## src/rtl/fkp_pkg.sv

```systemverilog
// Shared types, constants and key tables for the fingertip key-press detector.
// No dependencies.
package fkp_pkg;

  localparam int COORD_BITS = 10;
  localparam int THR_BITS   = COORD_BITS + 1;
  localparam int ZONE_BITS  = COORD_BITS - 3;
  localparam int DIV3_MUL   = 171;
  localparam int DIV3_SHIFT = 9;
  localparam int CNT_BITS   = 8;
  localparam int NOTE_BITS  = 4;
  localparam int IDX_BITS   = 3;
  localparam int IN_BYTES   = (2 * COORD_BITS + 7) / 8;
  localparam int IN_W       = 8 * IN_BYTES;
  localparam int OUT_W      = 8;
  localparam int N_WHITE    = 8;
  localparam int N_BLACK    = 5;

  localparam logic [CNT_BITS-1:0] CNT_MAX = '1;

  typedef enum logic [IDX_BITS-1:0] {
    REG_FRAME_WIDTH    = 3'd0,
    REG_DESCEND_STEP   = 3'd1,
    REG_WHITE_ROW_MIN  = 3'd2,
    REG_BLACK_ROW_LOW  = 3'd3,
    REG_BLACK_ROW_HIGH = 3'd4,
    REG_DWELL_FRAMES   = 3'd5
  } cfg_reg_e;

  typedef logic [COORD_BITS-1:0] coord_t;

  typedef struct packed {
    coord_t              frame_width;
    coord_t              descend_step;
    coord_t              white_row_min;
    coord_t              black_row_low;
    coord_t              black_row_high;
    logic [CNT_BITS-1:0] dwell_frames;
  } cfg_t;

  typedef struct packed {
    logic descending;
    logic white_press;
    logic black_press;
  } motion_t;

  typedef logic [NOTE_BITS-1:0] note_t;

  localparam note_t WHITE_NOTES [N_WHITE] = '{
    4'd0, 4'd2, 4'd4, 4'd5, 4'd7, 4'd9, 4'd11, 4'd12
  };
  localparam logic [4:0] BLACK_LO [N_BLACK] = '{5'd2, 5'd5, 5'd11, 5'd14, 5'd17};
  localparam logic [4:0] BLACK_HI [N_BLACK] = '{5'd3, 5'd6, 5'd12, 5'd15, 5'd18};
  localparam logic [3:0] BLACK_EXTRA [N_BLACK] = '{4'd0, 4'd0, 4'd0, 4'd10, 4'd0};
  localparam note_t BLACK_NOTES [N_BLACK] = '{4'd1, 4'd3, 4'd6, 4'd8, 4'd10};

endpackage

```

## src/rtl/fkp_cfg_regs.sv

```systemverilog
// Configuration register file of the fingertip key-press detector.
// Depends on fkp_pkg.
module fkp_cfg_regs (
  input  logic                        clk_i,
  input  logic                        rst_ni,
  input  logic                        wr_en_i,
  input  logic [fkp_pkg::IDX_BITS-1:0] wr_index_i,
  input  fkp_pkg::coord_t             wr_data_i,
  output fkp_pkg::cfg_t               cfg_o
);
  import fkp_pkg::*;

  cfg_t cfg_q, cfg_d;

  always_comb begin
    cfg_d = cfg_q;
    if (wr_en_i) begin
      unique case (cfg_reg_e'(wr_index_i))
        REG_FRAME_WIDTH:    cfg_d.frame_width    = wr_data_i;
        REG_DESCEND_STEP:   cfg_d.descend_step   = wr_data_i;
        REG_WHITE_ROW_MIN:  cfg_d.white_row_min  = wr_data_i;
        REG_BLACK_ROW_LOW:  cfg_d.black_row_low  = wr_data_i;
        REG_BLACK_ROW_HIGH: cfg_d.black_row_high = wr_data_i;
        REG_DWELL_FRAMES:   cfg_d.dwell_frames   = wr_data_i[CNT_BITS-1:0];
        default: ;
      endcase
    end
  end

  always_ff @(posedge clk_i or negedge rst_ni) begin
    if (!rst_ni) begin
      cfg_q.frame_width    <= COORD_BITS'(480);
      cfg_q.descend_step   <= COORD_BITS'(4);
      cfg_q.white_row_min  <= COORD_BITS'(210);
      cfg_q.black_row_low  <= COORD_BITS'(90);
      cfg_q.black_row_high <= COORD_BITS'(140);
      cfg_q.dwell_frames   <= CNT_BITS'(3);
    end else begin
      cfg_q <= cfg_d;
    end
  end

  assign cfg_o = cfg_q;

endmodule

```

## src/rtl/fkp_motion.sv

```systemverilog
// Descent tracking and band dwell counters; gives the press conditions.
// Depends on fkp_pkg.
module fkp_motion (
  input  logic            clk_i,
  input  logic            rst_ni,
  input  logic            step_i,
  input  fkp_pkg::coord_t tip_y_i,
  input  fkp_pkg::cfg_t   cfg_i,
  output fkp_pkg::motion_t motion_o
);
  import fkp_pkg::*;

  coord_t              last_row_q, last_row_d;
  logic                down_q, down_d;
  logic [CNT_BITS-1:0] white_cnt_q, white_cnt_d;
  logic [CNT_BITS-1:0] black_cnt_q, black_cnt_d;
  logic [THR_BITS-1:0] rise_lim;
  logic                in_white, in_black;

  always_comb begin
    rise_lim = {1'b0, last_row_q} + {1'b0, cfg_i.descend_step};
    if ({1'b0, tip_y_i} > rise_lim) begin
      down_d = 1'b1;
    end else if (tip_y_i < last_row_q) begin
      down_d = 1'b0;
    end else begin
      down_d = down_q;
    end

    in_white = tip_y_i > cfg_i.white_row_min;
    in_black = (tip_y_i >= cfg_i.black_row_low) && (tip_y_i <= cfg_i.black_row_high);

    if (!in_white) white_cnt_d = '0;
    else if (white_cnt_q == CNT_MAX) white_cnt_d = white_cnt_q;
    else white_cnt_d = white_cnt_q + 1'b1;

    if (!in_black) black_cnt_d = '0;
    else if (black_cnt_q == CNT_MAX) black_cnt_d = black_cnt_q;
    else black_cnt_d = black_cnt_q + 1'b1;

    last_row_d = tip_y_i;

    motion_o.descending  = down_d;
    motion_o.white_press = (white_cnt_d > cfg_i.dwell_frames) && down_d;
    motion_o.black_press = (black_cnt_d > cfg_i.dwell_frames) && down_d;
  end

  always_ff @(posedge clk_i or negedge rst_ni) begin
    if (!rst_ni) begin
      last_row_q  <= '0;
      down_q      <= 1'b0;
      white_cnt_q <= '0;
      black_cnt_q <= '0;
    end else if (step_i) begin
      last_row_q  <= last_row_d;
      down_q      <= down_d;
      white_cnt_q <= white_cnt_d;
      black_cnt_q <= black_cnt_d;
    end
  end

endmodule

```

## src/rtl/fkp_key_map.sv

```systemverilog
// Maps the fingertip column to a note: white zones first, then black windows.
// Depends on fkp_pkg.
module fkp_key_map (
  input  fkp_pkg::coord_t  tip_x_i,
  input  fkp_pkg::coord_t  frame_width_i,
  input  fkp_pkg::motion_t motion_i,
  output logic             key_valid_o,
  output fkp_pkg::note_t   key_note_o
);
  import fkp_pkg::*;

  localparam int PROD_BITS = ZONE_BITS + 8;
  localparam int WIN_BITS  = PROD_BITS - DIV3_SHIFT;

  logic [ZONE_BITS-1:0] zone_w;
  logic [PROD_BITS-1:0] div3_prod;
  logic [WIN_BITS-1:0]  win_w;
  logic [THR_BITS-1:0]  x_ext;
  logic [THR_BITS-1:0]  thr, lo, hi;
  logic                 white_hit, black_hit;
  note_t                white_note, black_note;

  always_comb begin
    // width/24 as (width/8)/3, reciprocal multiply exact below 512
    zone_w    = frame_width_i[COORD_BITS-1:3];
    div3_prod = PROD_BITS'(zone_w) * PROD_BITS'(DIV3_MUL);
    win_w     = div3_prod[PROD_BITS-1:DIV3_SHIFT];
    x_ext     = {1'b0, tip_x_i};

    white_hit  = 1'b0;
    white_note = '0;
    thr        = '0;
    for (int k = 0; k < N_WHITE; k++) begin
      thr = THR_BITS'(zone_w) * THR_BITS'(k + 1);
      if (!white_hit && (x_ext < thr)) begin
        white_hit  = 1'b1;
        white_note = WHITE_NOTES[k];
      end
    end

    black_hit  = 1'b0;
    black_note = '0;
    lo         = '0;
    hi         = '0;
    for (int k = 0; k < N_BLACK; k++) begin
      lo = THR_BITS'(win_w) * THR_BITS'(BLACK_LO[k]);
      hi = THR_BITS'(win_w) * THR_BITS'(BLACK_HI[k]) + THR_BITS'(BLACK_EXTRA[k]);
      if (!black_hit && (x_ext >= lo) && (x_ext <= hi)) begin
        black_hit  = 1'b1;
        black_note = BLACK_NOTES[k];
      end
    end

    if (motion_i.white_press && white_hit) begin
      key_valid_o = 1'b1;
      key_note_o  = white_note;
    end else if (motion_i.black_press && black_hit) begin
      key_valid_o = 1'b1;
      key_note_o  = black_note;
    end else begin
      key_valid_o = 1'b0;
      key_note_o  = '0;
    end
  end

endmodule

```

## src/rtl/fingertip_key_press_detector.sv

```systemverilog
// Fingertip key-press detector: input register, one pass of logic, result register.
// A taken beat waits in the input register, then passes the logic into the result register.
// Throughput: one beat per cycle; the result register stalls only on m_axis_tready.
// Reset clears the pipeline valids, the motion state and loads the register defaults.
// Depends on fkp_pkg, fkp_cfg_regs, fkp_motion and fkp_key_map.
module fingertip_key_press_detector (
  input  logic                          clk_i,
  input  logic                          rst_ni,
  input  logic                          s_axis_tvalid,
  output logic                          s_axis_tready,
  input  logic [fkp_pkg::IN_W-1:0]      s_axis_tdata,  // tip_x, tip_y, zero pad
  output logic                          m_axis_tvalid,
  input  logic                          m_axis_tready,
  // key_valid, key_note[3:0], white_press, black_press, descending
  output logic [fkp_pkg::OUT_W-1:0]     m_axis_tdata,
  input  logic                          cfg_valid_i,
  output logic                          cfg_ready_o,
  input  logic [fkp_pkg::IDX_BITS-1:0]  cfg_index_i,
  input  fkp_pkg::coord_t               cfg_data_i
);
  import fkp_pkg::*;

  logic   in_vld_q;
  coord_t tip_x_q, tip_y_q;
  logic   out_vld_q;
  logic [OUT_W-1:0] out_data_q, out_data_d;
  logic   out_free, advance;
  cfg_t    cfg;
  motion_t motion;
  logic    key_valid;
  note_t   key_note;

  assign cfg_ready_o   = 1'b1;
  assign out_free      = !out_vld_q || m_axis_tready;
  assign advance       = in_vld_q && out_free;
  assign s_axis_tready = !in_vld_q || out_free;

  fkp_cfg_regs u_cfg_regs (
    .clk_i,
    .rst_ni,
    .wr_en_i    (cfg_valid_i && cfg_ready_o),
    .wr_index_i (cfg_index_i),
    .wr_data_i  (cfg_data_i),
    .cfg_o      (cfg)
  );

  fkp_motion u_motion (
    .clk_i,
    .rst_ni,
    .step_i   (advance),
    .tip_y_i  (tip_y_q),
    .cfg_i    (cfg),
    .motion_o (motion)
  );

  fkp_key_map u_key_map (
    .tip_x_i       (tip_x_q),
    .frame_width_i (cfg.frame_width),
    .motion_i      (motion),
    .key_valid_o   (key_valid),
    .key_note_o    (key_note)
  );

  assign out_data_d = {motion.descending, motion.black_press, motion.white_press,
                       key_note, key_valid};

  always_ff @(posedge clk_i or negedge rst_ni) begin
    if (!rst_ni) begin
      in_vld_q  <= 1'b0;
      out_vld_q <= 1'b0;
    end else begin
      if (s_axis_tready) in_vld_q <= s_axis_tvalid;
      if (out_free) out_vld_q <= in_vld_q;
    end
  end

  always_ff @(posedge clk_i) begin
    if (s_axis_tvalid && s_axis_tready) begin
      tip_x_q <= s_axis_tdata[COORD_BITS-1:0];
      tip_y_q <= s_axis_tdata[2*COORD_BITS-1:COORD_BITS];
    end
    if (advance) out_data_q <= out_data_d;
  end

  assign m_axis_tvalid = out_vld_q;
  assign m_axis_tdata  = out_data_q;

endmodule

```

## config.mk

```make
export PLATFORM = sky130hd
export DESIGN_NAME = fingertip_key_press_detector
export DESIGN_NICKNAME = d
export VERILOG_FILES = /design/src/rtl/fkp_pkg.sv /design/src/rtl/fkp_cfg_regs.sv /design/src/rtl/fkp_motion.sv /design/src/rtl/fkp_key_map.sv /design/src/rtl/fingertip_key_press_detector.sv
export SDC_FILE = /design/constraint.sdc
export NUM_CORES = 1
export LEC_CHECK = 0
export BUFFER_PORTS_ARGS = -buffer_cell sky130_fd_sc_hd__buf_2
export CORE_ASPECT_RATIO = 0.5
export CORE_MARGIN = 5
export CORE_UTILIZATION = 35
export CTS_BUF_LIST = sky130_fd_sc_hd__clkbuf_8
export CTS_CLUSTER_DIAMETER = 100
export CTS_CLUSTER_SIZE = 14
export DETAILED_ROUTE_END_ITERATION = 6
export GPL_ROUTABILITY_DRIVEN = 0
export PLACE_DENSITY_LB_ADDON = 0.2
export SLEW_MARGIN = 10
export SYNTH_ARGS = -nofsm -noshare
export SYNTH_HDL_FRONTEND = slang
export SYNTH_SLANG_ARGS = --single-unit
```

## constraint.sdc

```tcl
create_clock -name clk_i -period 7.87 [get_ports clk_i]
set_input_delay 0.3935 -clock clk_i [delete_from_list [all_inputs] [get_ports clk_i]]
set_output_delay 0.3935 -clock clk_i [all_outputs]
set_load 0.01 [all_outputs]
```

==> metrics.md, run 1 <==
| Metric | Value |
|---|---|
| Hpwl dp | 26340 µm |
| Slowest-stage cell, CP | sky130_fd_sc_hd__dfstp_2 |
| Routed via count | 10.42k |
| Signal arrival time at the worst endpoint | 7.66 ns |
| Crit path kind | register to register |
| Post-route clock period utilization | 0.9540 |
| Largest net degree at the start of global routing | 53 |
| Number of CTS-inserted buffers | 9 |
| Post-synth EDFFs | 28 |
| Number of hold violations in the final report | 0 |
| Clock tree from TritonCTS | built |
| Clock period minus worst slack | 7.508 ns |
| PortBufs | 47 |
| CTS clock-pin slew for the worst setup and hold paths | 0.13 ns |
| DIE AREA | 42150 µm² |
| Register Area | 2965 µm² |
| Overflow left after global routing | 0 |
| Share of layout cells above drive strength 1 | 0.1445 |
| Total number of yosys warnings | 0 |
| Setup TNS | 0 ns |
| Count of state elements after synthesis | 112 |
| Clock Sinks | 112 |
| Io pins | 53 |
| Detailed-route wire length per cell | 16.87 µm |
| Hold path startpoint | s_axis_tdata[13] |
| Routed via count divided by cell count | 5.203 |
| Portion of synthesized cell area occupied by the leading cell type | 0.2941 |
| Instance count along the most critical hold path | 1 |
| Worst min-delay path class | primary input to register |
| Worst setup timing slack at the placement stage | -0.07481 ns |
| Maximum operating frequency | 133.2 MHz |
| Antenna violations before repair | 0 |
| Dominant register cell in the synthesized netlist | sky130_fd_sc_hd__dfrtp_1 |
| Hold worst-path end | tip_y_q[3] |
| Actual transition at the worst max-transition pin | 1.081 ns |
| Rel. slew slack | 0.2795 |
| Synth top area cells | sky130_fd_sc_hd__ha_1 29%, sky130_fd_sc_hd__dfrtp_1 12%, sky130_fd_sc_hd__edfxtp_1 6.3% |
| Remaining DRCs | 0 |
| Die height | 147.7 µm |
| Final #Nets | 1894 |
| Total wirelength of the detailed-routed design | 33780 µm |
| Required arrival time at the worst endpoint | 8.02 ns |
| Status | finished, final reports clean |
| Number of H-tree levels | 3 |
| Number of rows in the core area | 50 |
| Category of the worst setup path launch point | register |
| Utilization after layout | 0.3960 |
| Final cell area excluding filler cells | 14810 µm² |
| Worst Reg2Reg Path Length in Cells | 33 |
| Critical path fanouts, max | 8 |
| Worst-Skew Late Latency | 0.40 ns |
| Total global-route track usage | 0.1610 |
| Clock skew after layout | 0.01930 ns |
| Mapped Cells | 1410 |
| # setup viols final | 0 |
| Async set or reset register ratio after synthesis | 0.7500 |
| Worst R2R End | m_axis_tdata[2] |
| Worst Setup Slack, final | 0.3618 ns |
| Clock Path Buffers | 2 |
| Total iterations of the first detailed-routing run | 5 |
| Dpl cell area | 14370 µm² |
| Number of nets with antenna violations after routing | 0 |
| Root cell of the clock tree | sky130_fd_sc_hd__clkbuf_8 |
| Initial DRC count | 442 |
| Most common cell on crit path | sky130_fd_sc_hd__ha_1 |
| Element type at the critical path end | register |
| Dominant cell type by area after synthesis | sky130_fd_sc_hd__ha_1 |
| Net Count, Synth | 1800 |
| Slowest cell delay on critical path | 0.59 ns |
| Total area of multi-input combinational cells | 9747 µm² |
| Sequential-to-total area share from yosys stat | 0.2234 |
| Core Region | 37410 µm² |
| Critical path origin | u_cfg_regs.cfg_o[56] |
| Number of distinct library cell variants in the gate-level netlist after synthesis | 83 |
| Mean area per synthesized cell | 9.412 µm² |
| Number of max-slew violations in the final report | 0 |
| Reg-to-reg setup timing slack | 0.36 ns |
| Die X-Extent | 285.4 µm |
| Starting density of the core | 0.3547 |
| Global-route wire length before repair | 55460 µm |
| Area growth from synthesis to final layout | 11.62% |
| Number of global-route vias before repair | 10.78k |
| Area of the mapped netlist | 13270 µm² |
| Max capacitance violation total | 0 |
| Antenna cells | 0 |
| FF-to-FF Start | u_cfg_regs.cfg_o[56] |
| Number of fillers in the final layout | 3708 |
-- metal layers --
layer | GRT usage | up-vias | part of all wire
met5 | 0 | - | 0
met4 | 0.04815 | 0 | 0.023
met3 | 0.01710 | 44 | 0.021
met2 | 0.2936 | 112 | 0.49
met1 | 0.2022 | 4991 | 0.47
li1 | - | 5275 | -
-- metrics by stage --
step / hold slack, ns / std cells
after global routing: 0.1192 / 2003
final: 0.1539 / 2003
after CTS: 0.1229 / 1990
after global placement: 0.3613 / 1972
after floorplan: 0.09791 / 1410
after detailed placement: 0.3709 / 1972
-- how the worst max path moves through the flow --
stage | cells after the start | to
after global placement | 31 | m_axis_tdata[0]
after floorplan | 32 | m_axis_tdata[0]
after CTS | 33 | m_axis_tdata[0]
after detailed placement | 31 | m_axis_tdata[0]
final | 33 | m_axis_tdata[2]
after global routing | 32 | m_axis_tdata[4]
-- logic make-up after synthesis --
logic type	Yosys count	synth area share
fa+ha+maj	350	0.3500
simple gates	281	0.1055
xor+xnor	66	0.04808
other cells	1	0.0002826
flops	112	0.2234
compound gates	388	0.1912
buf+inv	177	0.05204
mux	35	0.02951
-- worst max-delay path, delay by kind of cell (launching register included) --
family          cells  cell delay (ns)
fa+ha+maj          10             3.54
compound gates     11             1.70
simple gates        5             0.63
flops               1             0.59
buf+inv             5             0.46
xor+xnor            2             0.31
-- final cells by class --
class / instances / area share
clock inverters: 7 / 0.005321
multi-input cells: 1121 / 0.6579
flip-flops and latches: 112 / 0.2002
inverters: 154 / 0.03902
repair buffers: 106 / 0.04747
well taps: 494 / 0.04172
clock buffers: 9 / 0.008362
-- synthesized netlist by cell type, types with 5 or more instances --
master / instances
sky130_fd_sc_hd__a211o_1: 5
sky130_fd_sc_hd__a211oi_1: 10
sky130_fd_sc_hd__a21o_1: 59
sky130_fd_sc_hd__a21oi_1: 99
sky130_fd_sc_hd__a31oi_1: 14
sky130_fd_sc_hd__and2_1: 6
sky130_fd_sc_hd__and3_1: 9
sky130_fd_sc_hd__clkbuf_1: 19
sky130_fd_sc_hd__dfrtp_1: 66
sky130_fd_sc_hd__dfstp_2: 18
sky130_fd_sc_hd__edfxtp_1: 28
sky130_fd_sc_hd__fa_1: 36
sky130_fd_sc_hd__ha_1: 312
sky130_fd_sc_hd__inv_1: 149
sky130_fd_sc_hd__mux2_2: 33
sky130_fd_sc_hd__nand2_1: 90
sky130_fd_sc_hd__nand2b_1: 25
sky130_fd_sc_hd__nand3_1: 23
sky130_fd_sc_hd__nand4_1: 16
sky130_fd_sc_hd__nor2_1: 46
sky130_fd_sc_hd__nor2b_1: 19
sky130_fd_sc_hd__nor3_1: 20
sky130_fd_sc_hd__o211ai_1: 13
sky130_fd_sc_hd__o21a_1: 28
sky130_fd_sc_hd__o21ai_0: 92
sky130_fd_sc_hd__o21bai_1: 12
sky130_fd_sc_hd__or2_2: 5
sky130_fd_sc_hd__xnor2_1: 42
sky130_fd_sc_hd__xor2_1: 20
-- state kept, by name, indices dropped and copies added, names as in the netlist --
| signal | count |
|---|---|
| m_axis_tdata | 8 |
| in_vld_q | 1 |
| u_motion.last_row_q | 10 |
| m_axis_tvalid | 1 |
| u_motion.black_cnt_q | 8 |
| u_motion.white_cnt_q | 8 |
| tip_y_q | 10 |
| u_motion.down_q | 1 |
| tip_x_q | 10 |
| u_cfg_regs.cfg_o | 55 |
-- cells in the final DEF (no fill, tap or decap), types with 16 or more instances in the layout --
cell type	instances
sky130_fd_sc_hd__xnor2_1	39
sky130_fd_sc_hd__fa_1	36
sky130_fd_sc_hd__nand2_1	90
sky130_fd_sc_hd__xor2_1	19
sky130_fd_sc_hd__nor3_1	20
sky130_fd_sc_hd__nor2_1	45
sky130_fd_sc_hd__nand3_1	23
sky130_fd_sc_hd__buf_4	56
sky130_fd_sc_hd__nand4_1	16
sky130_fd_sc_hd__inv_1	148
sky130_fd_sc_hd__ha_1	306
sky130_fd_sc_hd__nor2b_1	19
sky130_fd_sc_hd__buf_2	46
sky130_fd_sc_hd__mux2_2	33
sky130_fd_sc_hd__nand2b_1	25
sky130_fd_sc_hd__o21a_1	28
sky130_fd_sc_hd__a21oi_1	96
sky130_fd_sc_hd__o21ai_0	88
sky130_fd_sc_hd__edfxtp_1	28
sky130_fd_sc_hd__dfrtp_1	66
sky130_fd_sc_hd__a21o_1	59
sky130_fd_sc_hd__dfstp_2	18
-- repair_timing --
item / in CTS / in global routing
pin swaps: 1 / 14
setup buffers: 1 / 13
endpoints found under the setup margin: 3 / 4
hold buffers: 1 / 0
gates resized for setup: 2 / 23
endpoints found under the hold margin: 24 / 0
Power of run 1 is left out: the tool's default activity adds up to more than one toggle a clock period on the data nets, which glitch-free logic cannot reach.
==> run 2: changes to the inputs <==
--- a/config.mk
+++ b/config.mk
@@ -5,9 +5,10 @@
 export SDC_FILE = /design/constraint.sdc
 export NUM_CORES = 1
 export LEC_CHECK = 0
+export ABC_AREA = 1
 export BUFFER_PORTS_ARGS = -buffer_cell sky130_fd_sc_hd__buf_2
 export CORE_ASPECT_RATIO = 0.5
-export CORE_MARGIN = 5
+export CORE_MARGIN = 2
 export CORE_UTILIZATION = 35
 export CTS_BUF_LIST = sky130_fd_sc_hd__clkbuf_8
 export CTS_CLUSTER_DIAMETER = 100
==> run 2 against run 1 <==
Compared with the run above:
- clock skew increased by 0.0045 ns
- setup slack improved by 0.079 ns
- flip-flop and latch count unchanged
- critical endpoint is now m_axis_tdata[3]
- largest cell class unchanged
- highest routed layer unchanged
==> metrics.md, run 2 <==
| Metric | Value |
|---|---|
| Post-route clock period utilization | 0.9440 |
| Most frequent cells in the layout | 308 x sky130_fd_sc_hd__nand2_1, 306 x sky130_fd_sc_hd__ha_1, 253 x sky130_fd_sc_hd__inv_1 |
| Starting density of the core | 0.3598 |
| # setup viols final | 0 |
| Number of nets with antenna violations after routing | 0 |
| Total area of multi-input combinational cells | 9196 µm² |
| Leading cell types by count after synthesis | 312 x sky130_fd_sc_hd__ha_1, 309 x sky130_fd_sc_hd__nand2_1, 254 x sky130_fd_sc_hd__inv_1 |
| Mean area per synthesized cell | 8.116 µm² |
| Clock Sinks | 112 |
| Clock period minus worst slack | 7.429 ns |
| Total iterations of the first detailed-routing run | 5 |
| Number of flip-flops under the largest register name | 55 |
| Final #Nets | 2075 |
| Worst hold slack | 0.1449 ns |
| Mapped Cells | 1612 |
| Portion of synthesized cell area occupied by the leading cell type | 0.2984 |
| Worst path top cell family by delay | adder cells |
| Final cell area excluding filler cells | 14420 µm² |
| Remaining DRCs | 0 |
| Actual transition at the worst max-transition pin | 0.9927 ns |
| Count of state elements after synthesis | 112 |
| Crit path kind | register to register |
| Dpl cell area | 14080 µm² |
| Maximum operating frequency | 134.6 MHz |
| Net Count, Synth | 2002 |
| Number of fillers in the final layout | 3728 |
| Detailed-route wire length per cell | 14.77 µm |
| Required arrival time at the worst endpoint | 8.04 ns |
| Total number of yosys warnings | 0 |
| Setup TNS | 0 ns |
| Rel. slew slack | 0.3382 |
| Overflow left after global routing | 0 |
| Most common cell on crit path | sky130_fd_sc_hd__nand2_1 |
| Most instantiated library cell after synthesis | sky130_fd_sc_hd__ha_1 |
| Io pins | 53 |
| Routed via count divided by cell count | 4.807 |
| Root cell of the clock tree | sky130_fd_sc_hd__clkbuf_8 |
| Synth top area cells | sky130_fd_sc_hd__ha_1 30%, sky130_fd_sc_hd__dfrtp_1 13%, sky130_fd_sc_hd__nand2_1 8.9% |
| Clock Path Buffers | 2 |
| Area growth from synthesis to final layout | 10.25% |
| Clock tree from TritonCTS | built |
| Slowest cell delay on critical path | 0.57 ns |
| Number of H-tree levels | 3 |
| Worst min-delay path class | primary input to register |
| Total global-route track usage | 0.1707 |
| Register Area | 2965 µm² |
| Combined buffer and inverter count along the critical path | 5 |
| PortBufs | 47 |
| Area of the mapped netlist | 13080 µm² |
| Number of hold violations in the final report | 0 |
| Worst-Skew Late Latency | 0.41 ns |
| Routed via count | 10.45k |
| Critical path fanouts, max | 5 |
| Dominant cell type by area after synthesis | sky130_fd_sc_hd__ha_1 |
| Largest net degree at the start of global routing | 75 |
| Dominant register cell in the synthesized netlist | sky130_fd_sc_hd__dfrtp_1 |
| Core Region | 36360 µm² |
| Antenna violations before repair | 0 |
| CTS clock-pin slew for the worst setup and hold paths | 0.14 ns |
| Number of rows in the core area | 49 |
| Total wirelength of the detailed-routed design | 32110 µm |
| Initial DRC count | 443 |
| Hpwl dp | 24860 µm |
| Number of global-route vias before repair | 10.45k |
| DIE AREA | 39040 µm² |
| Number of max-slew violations in the final report | 0 |
| Status | finished, final reports clean |
| Category of the worst setup path launch point | register |
| Element type at the critical path end | register |
| Clock skew after layout | 0.02376 ns |
| Die height | 140.7 µm |
| Global-route wire length before repair | 53930 µm |
| Die X-Extent | 277.4 µm |
| Signal arrival time at the worst endpoint | 7.60 ns |
| Antenna cells | 0 |
| Sequential-to-total area share from yosys stat | 0.2267 |
| Share of layout cells above drive strength 1 | 0.09645 |
| Leading cell type in the layout, fill and taps excluded | sky130_fd_sc_hd__nand2_1 |
| Post-synth EDFFs | 28 |
| Async set or reset register ratio after synthesis | 0.7500 |
| Number of distinct library cell variants in the gate-level netlist after synthesis | 51 |
| Max capacitance violation total | 0 |
| Number of CTS-inserted buffers | 9 |
| Slowest-stage cell, CP | sky130_fd_sc_hd__fa_2 |
## run 2: logic make-up (layout without fill, tap and decap cells)
family                   count (synthesis)  count (layout)  share of synthesized area
buffers and inverters                  277             355                    0.08034
XOR/XNOR                                55              55                    0.03682
AO/OA/AOI/OAI                          323             323                     0.1406
AND/OR/NAND/NOR                        496             496                     0.1618
other                                    1               1                  0.0002866
flip-flops                             112             112                     0.2267
adder cells (fa/ha/maj)                348             348                     0.3535
## run 2: cell type report
| class | count | share of cell area |
|---|---|---|
| Multi-Input combinational cell | 1223 | 0.6376 |
| Inverter | 260 | 0.06766 |
| Clock buffer | 9 | 0.008588 |
| Timing Repair Buffer | 79 | 0.03331 |
| Clock inverter | 7 | 0.005291 |
| Sequential cell | 112 | 0.2056 |
| Tap cell | 484 | 0.04198 |
## run 2: routing by layer
layer,part of all wire,track usage,up-vias
li1,-,-,5575
met1,0.49,0.2251,4752
met2,0.48,0.3108,105
met3,0.021,0.01624,19
met4,0.0067,0.02288,0
met5,0,0,-
## run 2: timing repair
action | CTS | global route
buffers inserted | 0 | 1
endpoints found under the hold margin | 10 | 0
setup endpoints to repair | 0 | 4
hold buffers | 1 | 0
resized for setup | 0 | 19
## run 2: worst paths after layout
check	endpoint	cells after the start	start	slack [ns]
min in group asynchronous	u_motion.white_cnt_q[1]	2	rst_ni	0.35
max in group asynchronous	u_cfg_regs.cfg_o[57]	3	rst_ni	6.31
max reg2reg	m_axis_tdata[3]	38	u_cfg_regs.cfg_o[57]	0.44
max	m_axis_tdata[3]	38	u_cfg_regs.cfg_o[57]	0.44
min reg2reg	u_cfg_regs.cfg_o[6]	2	u_cfg_regs.cfg_o[6]	0.50
min	tip_y_q[3]	1	s_axis_tdata[13]	0.14
## run 2: metrics by stage
stage	cells	utilization	setup WS (ns)
floorplan	1612	-	0.1233
global placement	2156	0.3874	0.2160
detailed placement	2156	0.3874	0.1935
CTS	2173	0.3932	0.1626
global route	2174	0.3967	-0.03733
finish	2174	0.3967	0.4409
Power of run 2 is left out for the same reason.
